**src/rtl/assert_macros.svh**
```systemverilog
// ----------------------------------------------------------------------------
// Assertion macros
// Shared concurrent assertion wrappers, clocked on clk and disabled in reset.
// ----------------------------------------------------------------------------
`ifndef ASSERT_MACROS_SVH
`define ASSERT_MACROS_SVH

// Property that must hold at every clock edge outside reset.
`define ASSERT_ALWAYS(label, prop, msg) \
	label: assert property (@(posedge clk) disable iff (!arst_n) (prop)) \
		else $error(msg);

// Overlapping implication checked outside reset.
`define ASSERT_IMPLIES(label, ante, cons, msg) \
	label: assert property (@(posedge clk) disable iff (!arst_n) (ante) |-> (cons)) \
		else $error(msg);

// Implication whose consequence is checked in the cycle after the antecedent.
`define ASSERT_NEXT(label, ante, cons, msg) \
	label: assert property (@(posedge clk) disable iff (!arst_n) (ante) |=> (cons)) \
		else $error(msg);

`endif

```
**src/rtl/grmbx_pkg.sv**
```systemverilog
// ----------------------------------------------------------------------------
// grmbx_pkg
// Constants, operation and status codes, and shared types of the mailbox.
// ----------------------------------------------------------------------------
package grmbx_pkg;

	localparam int INSTANCES    = 4;
	localparam int QUEUE_DEPTH  = 8;
	localparam int PAYLOAD_BITS = 64;

	localparam int STORE_SIZE = INSTANCES * QUEUE_DEPTH;
	localparam int INST_W     = (INSTANCES > 1) ? $clog2(INSTANCES) : 1;
	localparam int PTR_W      = (QUEUE_DEPTH > 1) ? $clog2(QUEUE_DEPTH) : 1;
	localparam int ADDR_W     = (STORE_SIZE > 1) ? $clog2(STORE_SIZE) : 1;

	localparam int MODE_W   = 3;
	localparam int STATUS_W = 3;
	localparam int GEN_W    = 32;
	localparam int IREQ_W   = 2;
	localparam int DATA_W   = 64;

	localparam logic [GEN_W-1:0] GEN_MAX = '1;

	// Operation codes
	localparam logic [MODE_W-1:0] MODE_PUBLISH     = 3'd0;
	localparam logic [MODE_W-1:0] MODE_COPY        = 3'd1;
	localparam logic [MODE_W-1:0] MODE_QUERY       = 3'd2;
	localparam logic [MODE_W-1:0] MODE_ADVERTISE   = 3'd3;
	localparam logic [MODE_W-1:0] MODE_UNADVERTISE = 3'd4;
	localparam logic [MODE_W-1:0] MODE_CLAIM       = 3'd5;

	// Status codes
	localparam logic [STATUS_W-1:0] ST_OK       = 3'd0;
	localparam logic [STATUS_W-1:0] ST_BAD_INST = 3'd1;
	localparam logic [STATUS_W-1:0] ST_NOT_ADV  = 3'd2;
	localparam logic [STATUS_W-1:0] ST_NO_NEW   = 3'd3;
	localparam logic [STATUS_W-1:0] ST_ALREADY  = 3'd4;
	localparam logic [STATUS_W-1:0] ST_NONE     = 3'd5;
	localparam logic [STATUS_W-1:0] ST_FULL     = 3'd6;

	// Decoded operation handed from the controller to the datapath.
	typedef struct packed {
		logic [STATUS_W-1:0] status;
		logic [GEN_W-1:0]    gen_out;
		logic [IREQ_W-1:0]   inst_out;
		logic                wr_en;
		logic                rd_en;
		logic [ADDR_W-1:0]   addr;
	} op_t;

endpackage

```
**src/rtl/grmbx_ram.sv**
```systemverilog
// ----------------------------------------------------------------------------
// grmbx_ram
// Single-port synchronous RAM with a registered read port.
// ----------------------------------------------------------------------------
module grmbx_ram #(
	parameter int DEPTH  = 32,
	parameter int WIDTH  = 64,
	parameter int ADDR_W = 5
) (
	input  logic              clk,
	input  logic              wr_en,
	input  logic              rd_en,
	input  logic [ADDR_W-1:0] addr,
	input  logic [WIDTH-1:0]  wdata,
	output logic [WIDTH-1:0]  rdata
);

	logic [WIDTH-1:0] mem [DEPTH];
	logic [WIDTH-1:0] rdata_q;

	always_ff @(posedge clk) begin
		if (wr_en) begin
			mem[addr] <= wdata;
		end
		if (rd_en) begin
			rdata_q <= mem[addr];
		end
	end

	assign rdata = rdata_q;

endmodule

```
**src/rtl/grmbx_ctrl.sv**
```systemverilog
// ----------------------------------------------------------------------------
// grmbx_ctrl
// Per-instance counters, write pointers and advertised flags, and the decode
// of one operation into a result and a ring access.
// ----------------------------------------------------------------------------
module grmbx_ctrl (
	input  logic                                clk,
	input  logic                                arst_n,
	input  logic                                accept,
	input  logic [grmbx_pkg::MODE_W-1:0]        mode,
	input  logic [grmbx_pkg::IREQ_W-1:0]        instance_req,
	input  logic [grmbx_pkg::GEN_W-1:0]         reader_generation,
	output grmbx_pkg::op_t                      op
);

	logic [grmbx_pkg::GEN_W-1:0] gen_q [grmbx_pkg::INSTANCES];
	logic [grmbx_pkg::PTR_W-1:0] ptr_q [grmbx_pkg::INSTANCES];
	logic [grmbx_pkg::INSTANCES-1:0] adv_q;

	logic [grmbx_pkg::INST_W-1:0] inst_idx;
	logic                         inst_ok;
	logic [grmbx_pkg::GEN_W-1:0]  newest;
	logic [grmbx_pkg::PTR_W-1:0]  wr_ptr;
	logic                         adv_cur;
	logic [grmbx_pkg::GEN_W-1:0]  oldest;
	logic [grmbx_pkg::GEN_W-1:0]  target;
	logic [grmbx_pkg::PTR_W-1:0]  lag;
	logic [grmbx_pkg::PTR_W:0]    slot_sum;
	logic [grmbx_pkg::PTR_W-1:0]  rd_slot;
	logic [grmbx_pkg::ADDR_W-1:0] base;
	logic                         claim_found;
	logic [grmbx_pkg::INST_W-1:0] claim_idx;
	logic                         do_publish;
	logic                         do_set_adv;
	logic                         do_clr_adv;

	assign inst_idx = grmbx_pkg::INST_W'(instance_req);
	assign inst_ok  = (32'(instance_req) < grmbx_pkg::INSTANCES);
	assign newest   = inst_ok ? gen_q[inst_idx] : '0;
	assign wr_ptr   = inst_ok ? ptr_q[inst_idx] : '0;
	assign adv_cur  = inst_ok ? adv_q[inst_idx] : 1'b0;
	assign base     = grmbx_pkg::ADDR_W'(32'(inst_idx) * grmbx_pkg::QUEUE_DEPTH);

	// Oldest generation still held by the ring, and the one the reader gets.
	always_comb begin
		if (newest > grmbx_pkg::GEN_W'(grmbx_pkg::QUEUE_DEPTH)) begin
			oldest = newest - grmbx_pkg::GEN_W'(grmbx_pkg::QUEUE_DEPTH) + 1'b1;
		end else begin
			oldest = grmbx_pkg::GEN_W'(1);
		end
		if (reader_generation == '0 || reader_generation > newest ||
				reader_generation < oldest - 1'b1) begin
			target = oldest;
		end else begin
			target = reader_generation + 1'b1;
		end
	end

	// The slot of generation target sits lag places behind the newest slot.
	assign lag      = grmbx_pkg::PTR_W'(newest - target);
	assign slot_sum = (grmbx_pkg::PTR_W+1)'(wr_ptr)
		+ (grmbx_pkg::PTR_W+1)'(grmbx_pkg::QUEUE_DEPTH - 1)
		- (grmbx_pkg::PTR_W+1)'(lag);
	assign rd_slot  = (slot_sum >= (grmbx_pkg::PTR_W+1)'(grmbx_pkg::QUEUE_DEPTH))
		? grmbx_pkg::PTR_W'(slot_sum - (grmbx_pkg::PTR_W+1)'(grmbx_pkg::QUEUE_DEPTH))
		: grmbx_pkg::PTR_W'(slot_sum);

	// First instance that is not advertised.
	always_comb begin
		claim_found = 1'b0;
		claim_idx   = '0;
		for (int i = 0; i < grmbx_pkg::INSTANCES; i++) begin
			if (!claim_found && !adv_q[i]) begin
				claim_found = 1'b1;
				claim_idx   = grmbx_pkg::INST_W'(i);
			end
		end
	end

	always_comb begin
		op          = '0;
		op.status   = grmbx_pkg::ST_BAD_INST;
		do_publish  = 1'b0;
		do_set_adv  = 1'b0;
		do_clr_adv  = 1'b0;
		if (mode == grmbx_pkg::MODE_CLAIM) begin
			if (claim_found) begin
				op.status   = grmbx_pkg::ST_OK;
				op.inst_out = grmbx_pkg::IREQ_W'(claim_idx);
			end else begin
				op.status = grmbx_pkg::ST_NONE;
			end
		end else if (inst_ok) begin
			case (mode)
				grmbx_pkg::MODE_PUBLISH: begin
					op.addr = base + grmbx_pkg::ADDR_W'(wr_ptr);
					if (!adv_cur) begin
						op.status = grmbx_pkg::ST_NOT_ADV;
					end else if (newest == grmbx_pkg::GEN_MAX) begin
						op.status = grmbx_pkg::ST_FULL;
					end else begin
						op.status  = grmbx_pkg::ST_OK;
						op.wr_en   = 1'b1;
						do_publish = 1'b1;
					end
				end
				grmbx_pkg::MODE_COPY: begin
					op.addr = base + grmbx_pkg::ADDR_W'(rd_slot);
					if (newest == '0) begin
						op.status = grmbx_pkg::ST_NO_NEW;
					end else if (newest == reader_generation) begin
						op.status  = grmbx_pkg::ST_NO_NEW;
						op.gen_out = reader_generation;
					end else begin
						op.status  = grmbx_pkg::ST_OK;
						op.gen_out = target;
						op.rd_en   = 1'b1;
					end
				end
				grmbx_pkg::MODE_QUERY: begin
					op.status  = (newest != reader_generation)
						? grmbx_pkg::ST_OK : grmbx_pkg::ST_NO_NEW;
					op.gen_out = reader_generation;
				end
				grmbx_pkg::MODE_ADVERTISE: begin
					if (adv_cur) begin
						op.status = grmbx_pkg::ST_ALREADY;
					end else begin
						op.status  = grmbx_pkg::ST_OK;
						do_set_adv = 1'b1;
					end
				end
				grmbx_pkg::MODE_UNADVERTISE: begin
					op.status  = grmbx_pkg::ST_OK;
					do_clr_adv = 1'b1;
				end
				default: begin
					op.status = grmbx_pkg::ST_BAD_INST;
				end
			endcase
		end
	end

	always_ff @(posedge clk or negedge arst_n) begin
		if (!arst_n) begin
			adv_q <= '0;
			for (int i = 0; i < grmbx_pkg::INSTANCES; i++) begin
				gen_q[i] <= '0;
				ptr_q[i] <= '0;
			end
		end else if (accept) begin
			if (do_publish) begin
				gen_q[inst_idx] <= newest + 1'b1;
				ptr_q[inst_idx] <= (32'(wr_ptr) == grmbx_pkg::QUEUE_DEPTH - 1)
					? '0 : wr_ptr + 1'b1;
			end
			if (do_set_adv) begin
				adv_q[inst_idx] <= 1'b1;
			end
			if (do_clr_adv) begin
				adv_q[inst_idx] <= 1'b0;
			end
			if (mode == grmbx_pkg::MODE_CLAIM && claim_found) begin
				adv_q[claim_idx] <= 1'b1;
			end
		end
	end

endmodule

```
**src/rtl/generation_ring_mailbox_top.sv**
```systemverilog
// ----------------------------------------------------------------------------
// generation_ring_mailbox_top
// Multi-instance mailbox of overwriting rings with generation counters.
// ----------------------------------------------------------------------------
// The mailbox takes one operation beat per clock cycle while in_ready is high
// and returns exactly one result beat for it through the read stage and output
// register. Every operation makes at most one access to the ring RAM (a write
// for a publish, a read for a copy), and that single RAM port is what sets the
// rate of one operation per cycle. Generation counters, write pointers and
// advertised flags live in flip-flops and are updated at the accepting edge,
// so the next operation already sees them; the ring RAM holds data only and
// needs no clearing after reset, since a copy never reads a slot that has not
// been published. A result beat waiting on out_ready holds the output
// register while one more operation may sit in the read stage; further input
// is held off with in_ready low until the output drains.
// ----------------------------------------------------------------------------
`include "assert_macros.svh"

module generation_ring_mailbox_top (
	input  logic                                 clk,
	input  logic                                 arst_n,
	input  logic                                 in_valid,
	output logic                                 in_ready,
	input  logic [grmbx_pkg::MODE_W-1:0]         mode,
	input  logic [grmbx_pkg::IREQ_W-1:0]         instance_req,
	input  logic [grmbx_pkg::GEN_W-1:0]          reader_generation,
	input  logic [grmbx_pkg::DATA_W-1:0]         payload,
	output logic                                 out_valid,
	input  logic                                 out_ready,
	output logic [grmbx_pkg::STATUS_W-1:0]       status,
	output logic [grmbx_pkg::GEN_W-1:0]          generation_out,
	output logic [grmbx_pkg::DATA_W-1:0]         payload_out,
	output logic [grmbx_pkg::IREQ_W-1:0]         instance_out
);

	grmbx_pkg::op_t op;

	logic                                accept;
	logic                                rd_fire;
	logic [grmbx_pkg::PAYLOAD_BITS-1:0]  rdata;

	// Read stage: result fields wait here for the RAM read data.
	logic                                s1_valid;
	logic                                s1_rd;
	logic [grmbx_pkg::STATUS_W-1:0]      s1_status;
	logic [grmbx_pkg::GEN_W-1:0]         s1_gen;
	logic [grmbx_pkg::IREQ_W-1:0]        s1_inst;
	logic                                s1_adv;

	// Output register.
	logic                                out_valid_q;
	logic [grmbx_pkg::STATUS_W-1:0]      status_q;
	logic [grmbx_pkg::GEN_W-1:0]         gen_q;
	logic [grmbx_pkg::DATA_W-1:0]        payload_q;
	logic [grmbx_pkg::IREQ_W-1:0]        inst_q;

	// The read stage moves on whenever the output register is free or drains.
	assign s1_adv   = s1_valid && (!out_valid_q || out_ready);
	assign in_ready = !s1_valid || s1_adv;
	assign accept   = in_valid && in_ready;
	assign rd_fire  = accept && op.rd_en;

	grmbx_ctrl u_ctrl (
		.clk               (clk),
		.arst_n            (arst_n),
		.accept            (accept),
		.mode              (mode),
		.instance_req      (instance_req),
		.reader_generation (reader_generation),
		.op                (op)
	);

	// The read data register only loads on a copy, so it holds while the
	// read stage is stalled.
	grmbx_ram #(
		.DEPTH  (grmbx_pkg::STORE_SIZE),
		.WIDTH  (grmbx_pkg::PAYLOAD_BITS),
		.ADDR_W (grmbx_pkg::ADDR_W)
	) u_ring (
		.clk   (clk),
		.wr_en (accept && op.wr_en),
		.rd_en (rd_fire),
		.addr  (op.addr),
		.wdata (payload[grmbx_pkg::PAYLOAD_BITS-1:0]),
		.rdata (rdata)
	);

	always_ff @(posedge clk or negedge arst_n) begin
		if (!arst_n) begin
			s1_valid <= 1'b0;
		end else if (accept) begin
			s1_valid <= 1'b1;
		end else if (s1_adv) begin
			s1_valid <= 1'b0;
		end
	end

	always_ff @(posedge clk) begin
		if (accept) begin
			s1_rd     <= op.rd_en;
			s1_status <= op.status;
			s1_gen    <= op.gen_out;
			s1_inst   <= op.inst_out;
		end
	end

	always_ff @(posedge clk or negedge arst_n) begin
		if (!arst_n) begin
			out_valid_q <= 1'b0;
		end else if (s1_adv) begin
			out_valid_q <= 1'b1;
		end else if (out_ready) begin
			out_valid_q <= 1'b0;
		end
	end

	// Only a successful copy carries a data word; everything else reads zero.
	always_ff @(posedge clk) begin
		if (s1_adv) begin
			status_q  <= s1_status;
			gen_q     <= s1_gen;
			inst_q    <= s1_inst;
			payload_q <= s1_rd ? grmbx_pkg::DATA_W'(rdata) : '0;
		end
	end

	assign out_valid      = out_valid_q;
	assign status         = status_q;
	assign generation_out = gen_q;
	assign payload_out    = payload_q;
	assign instance_out   = inst_q;

	`ASSERT_NEXT(a_read_lands_in_s1, rd_fire, s1_valid && s1_rd, "RAM read lost its stage")
	`ASSERT_IMPLIES(a_fail_no_data, out_valid && status != grmbx_pkg::ST_OK, payload_out == '0, "data on failed result")
	`ASSERT_NEXT(a_s1_holds, s1_valid && !s1_adv, s1_valid && $stable(s1_gen) && $stable(s1_status), "read stage lost a stalled beat")
	`ASSERT_IMPLIES(a_s1_read_ok, s1_valid && s1_rd, s1_status == grmbx_pkg::ST_OK, "RAM read on failed copy")

endmodule
```
**config.mk**
```make
export PLATFORM = sky130hd
export DESIGN_NAME = generation_ring_mailbox_top
export DESIGN_NICKNAME = d
export VERILOG_FILES = /design/src/rtl/grmbx_pkg.sv /design/src/rtl/grmbx_ram.sv /design/src/rtl/grmbx_ctrl.sv /design/src/rtl/generation_ring_mailbox_top.sv
export VERILOG_INCLUDE_DIRS = /design/src /design/src/rtl
export SDC_FILE = /design/constraint.sdc
export NUM_CORES = 2
export LEC_CHECK = 0
export BUFFER_PORTS_ARGS = -buffer_cell sky130_fd_sc_hd__buf_2
export CAP_MARGIN = 25
export CORE_MARGIN = 2
export CORE_UTILIZATION = 55
export CTS_BUF_LIST = sky130_fd_sc_hd__clkbuf_4 sky130_fd_sc_hd__clkbuf_8 sky130_fd_sc_hd__clkbuf_16
export CTS_CLUSTER_SIZE = 30
export DETAILED_ROUTE_END_ITERATION = 6
export PLACE_DENSITY = 0.8
export SLEW_MARGIN = 20
export SYNTH_ARGS = -nofsm -noshare
export SYNTH_HDL_FRONTEND = slang
export SYNTH_HIERARCHICAL = 1
export SYNTH_SLANG_ARGS = --single-unit
```
**constraint.sdc**
```tcl
create_clock -name clk -period 13.7 [get_ports clk]
set_input_delay 0 -clock clk [delete_from_list [all_inputs] [get_ports clk]]
set_output_delay 0 -clock clk [all_outputs]
set_load 0.005 [all_outputs]
```
==> metrics.cfg <==
[timing]
final.min_clock_period_ns=12.13
setup_viol=0
clock_skew_ns=0.07282
slew-limit-headroom=0.2517
unrepaired_setup_endpoints_after_global_routing=no
hold_viol_final=0
slew_violations=0
final.period_utilization=0.8854
tightest_slew_ns=1.122
timing.fmax_mhz=82.44
tns_ns=0

[route]
wirelength_mm=252.2
mean_routed_wirelength_per_cell_um=29.65
detail-route-antenna-nets=0
drt_first_pass_iters=6
detail_route.drc_violations=0
vias_per_cell=6.547
vias=55674
dr.first_iter.drc_count=7408

[synthesis]
post-synth-top-area-cell=sky130_fd_sc_hd__edfxtp_1
synth-warning-count=6
synth_top_cells_by_area=sky130_fd_sc_hd__edfxtp_1 70%, sky130_fd_sc_hd__mux2i_1 11%, sky130_fd_sc_hd__dfrtp_1 3.8%
ys_async_sr_fraction=0.06091
synthesis.area_um2=96480
synthesis.area_per_instance_um2=17.25
synth_enable_flop_cells=2251
seq_area_frac_synth=0.7385
ys_types=89
yosys.area.top_type_share=0.7006
yosys_register_bits=2397
postSynthNetCount=5773
synth_top_flop_cell=sky130_fd_sc_hd__edfxtp_1
synthCells=5594

[worst_hold_path]
hp-class=in -> reg
worst_hold_path.endpoint=u_ctrl/adv_q[1]
worstHoldPathCells=4
worstHoldStart=instance_req[1]

[cts]
cts-resized-gates=0
clock_latency_ns=0.90
cts-root-buf=sky130_fd_sc_hd__clkbuf_16
cts_max_path_buffers=3
clock-sinks=2397
htreeDepth=4
cts.clk_slew.worst_paths_ns=0.06
tritoncts.num_buffers=225
tritoncts=done

[setup_path]
worst-endpoint-required_ns=14.26
r2r_end=u_ring/rdata[9]
reg_to_reg_setup_timing_slack_ns=1.57
start_kind=flop
cp_slowest_stage_delay_ns=0.77
r2r.worst_path.cells=34
timing.critical_path.arrival_ns=12.69
cp-end-kind=flop
cp_max_stage_cell=sky130_fd_sc_hd__nor4_1
worstReg2RegStart=u_ctrl/gen_q[0]
crit_path_max_fanout=35
critPathKind=reg -> reg

[die]
initial_utilization=0.5544
design.core.area_um2=174000
die_w_um=422.8
design.portCount=208
die_y_um=422.8
die_area_um2=178800
placement_rows=153

[global_route]
wire_length_of_the_first_global_routing_pass_mm=364.4
grt.total_usage=0.2771
antenna_found_initial=11
vias_in_the_first_global_route=54869
overflow=0
grt_max_degree=119

[pwr]
leakagePower_nw=35.03
max-vdd-ir-drop_mv=0.1226
power_per_cell_area_nw_per_um2=140.4
totalPowerFinal_w=0.01533

[flow_run]
maxCapViolCount=0

[place]
portBuffers=207
dpl.cell_count=7952
place_hpwl_mm=135.0
gpl.final_weighted_congestion=0.9220

[run_status]
outcome=complete, no violations

[final_layout]
areaGrowthSynthToFinish_pct=13.21
fill_cells=11635
final_nets=6162
final_standard_cell_count_with_taps_included_and_fillers_excluded=8504
drive_above_1_share=0.1616

critical path, delay by kind of cell (launching register included):
family                     cells  cell delay, ns
adders and majority gates      5            1.83
buffers and inverters          2            0.44
and+or+nand+nor               15            4.75
xor gates and xnor gates       3            0.65
DFF                            1            0.38
AOI/OAI and AO/OA              6            1.93
muxes                          3            1.82
cell usage in the layout, fill, tap and decap left out, types with 19 or more instances in the layout:
| master | Yosys | final |
|---|---|---|
| sky130_fd_sc_hd__edfxtp_1 | 2251 | 2251 |
| sky130_fd_sc_hd__mux2i_1 | 1050 | 1049 |
| sky130_fd_sc_hd__o22ai_1 | 528 | 528 |
| sky130_fd_sc_hd__clkbuf_16 | 0 | 227 |
| sky130_fd_sc_hd__buf_2 | 188 | 206 |
| sky130_fd_sc_hd__nor4_1 | 156 | 156 |
| sky130_fd_sc_hd__dfrtp_1 | 146 | 146 |
| sky130_fd_sc_hd__nand2_1 | 129 | 129 |
| sky130_fd_sc_hd__dlygate4sd3_1 | 0 | 128 |
| sky130_fd_sc_hd__mux2_2 | 125 | 125 |
| sky130_fd_sc_hd__buf_4 | 19 | 92 |
| sky130_fd_sc_hd__nor2_1 | 114 | 86 |
| sky130_fd_sc_hd__ha_1 | 72 | 72 |
| sky130_fd_sc_hd__clkinv_1 | 3 | 71 |
| sky130_fd_sc_hd__and2_2 | 65 | 65 |
| sky130_fd_sc_hd__xnor2_1 | 62 | 62 |
| sky130_fd_sc_hd__inv_1 | 58 | 58 |
| sky130_fd_sc_hd__clkbuf_4 | 0 | 46 |
| sky130_fd_sc_hd__a21oi_1 | 42 | 42 |
| sky130_fd_sc_hd__nand4_1 | 41 | 41 |
| sky130_fd_sc_hd__nand3_1 | 40 | 40 |
| sky130_fd_sc_hd__o21ai_0 | 39 | 39 |
| sky130_fd_sc_hd__buf_12 | 1 | 36 |
| sky130_fd_sc_hd__nor3_1 | 44 | 35 |
| sky130_fd_sc_hd__clkinv_2 | 0 | 30 |
| sky130_fd_sc_hd__mux4_2 | 30 | 30 |
| sky130_fd_sc_hd__nor2_4 | 0 | 28 |
| sky130_fd_sc_hd__a31oi_1 | 22 | 22 |
| sky130_fd_sc_hd__and3_1 | 23 | 19 |
| sky130_fd_sc_hd__a21o_1 | 19 | 19 |
flip-flops by register name (all words and copies together), names as in the netlist:
signal,flops
s1_rd,1
payload_out,64
status,3
u_ring/rdata,64
s1_gen,32
s1_inst,2
s1_valid,1
s1_status,3
u_ctrl/ptr_q,12
u_ctrl/gen_q,128
instance_out,2
generation_out,32
u_ring/mem,2048
u_ctrl/adv_q,4
out_valid,1
how the worst max path moves through the flow:
stage / startpoint / endpoint / slack [ns] / depth (start not counted)
final: u_ctrl/gen_q[0] / u_ring/rdata[9] / 1.57 / 34
after global routing: u_ctrl/gen_q[32] / u_ring/rdata[9] / 1.08 / 33
after CTS: u_ctrl/gen_q[0] / u_ring/rdata[39] / 1.86 / 34
after detailed placement: instance_req[0] / u_ring/rdata[9] / 1.50 / 35
after global placement: instance_req[0] / u_ring/rdata[8] / 1.66 / 35
after floorplan: instance_req[0] / u_ring/mem[24][0] / 0.48 / 36
area by class of cell:
type / instances / area (um^2) / share of cell area
diodes: 5 / 12.51 / 0.0001145
multi-input cells: 2834 / 23790 / 0.2178
repair buffers: 464 / 3762 / 0.03444
flip-flops and latches: 2397 / 71250 / 0.6523
clock inverters: 141 / 1200 / 0.01099
well taps: 2325 / 2909 / 0.02663
clock buffers: 277 / 6081 / 0.05567
inverters: 61 / 229.0 / 0.002096
timing repair:
item                       4_1_cts  5_1_grt
setup endpoints to repair        0        0
hold endpoints to repair      2227        0
hold buffers                   129        0
buffers inserted                 0        0
layer usage:
metal  GRT usage  part of all wire  vias up
met5           0           0.00013        -
met4      0.1085             0.040        6
met3     0.05115              0.11      636
met2      0.4379              0.47     3613
met1      0.3846              0.38    28172
li1            -                 -    23247
synthesized netlist by cell type, drive strengths merged, types with 66 or more instances:
master / instances
nor2: 115
and2: 76
mux2i: 1050
buf: 236
nand2: 133
nor4: 164
dfrtp: 146
ha: 72
clkbuf: 66
mux2: 135
o22ai: 528
edfxtp: 2251
per-stage QoR:
stage               setup WS [ns]  utilization  cell area [um^2]  hold WS [ns]
global route                1.084       0.6277            109200        0.1178
finish                      1.570       0.6277            109200       0.09280
detailed placement          1.496       0.5783            100600        0.1068
global placement            1.664       0.5782            100600       0.09099
floorplan                  0.4751            -             96480       -0.2956
CTS                         1.861       0.6276            109200       0.04798
cell families after synthesis:
kind of cell               after synthesis  synth area share
adders and majority gates               74          0.009752
and+or+nand+nor                        725           0.04312
xor gates and xnor gates                69          0.006264
DFF                                   2397            0.7385
buffers and inverters                  363           0.01919
muxes                                 1221            0.1333
AOI/OAI and AO/OA                      745           0.04986
report_power, final:
group          switching [W]  total, W  leakage [nW]  internal, W
clock network        0.00267   0.00606          3.59      0.00339
logic               0.000717   0.00116          9.07     0.000440
registers          0.0000275   0.00812          22.4      0.00809
(Power assumes the default switching activity.)
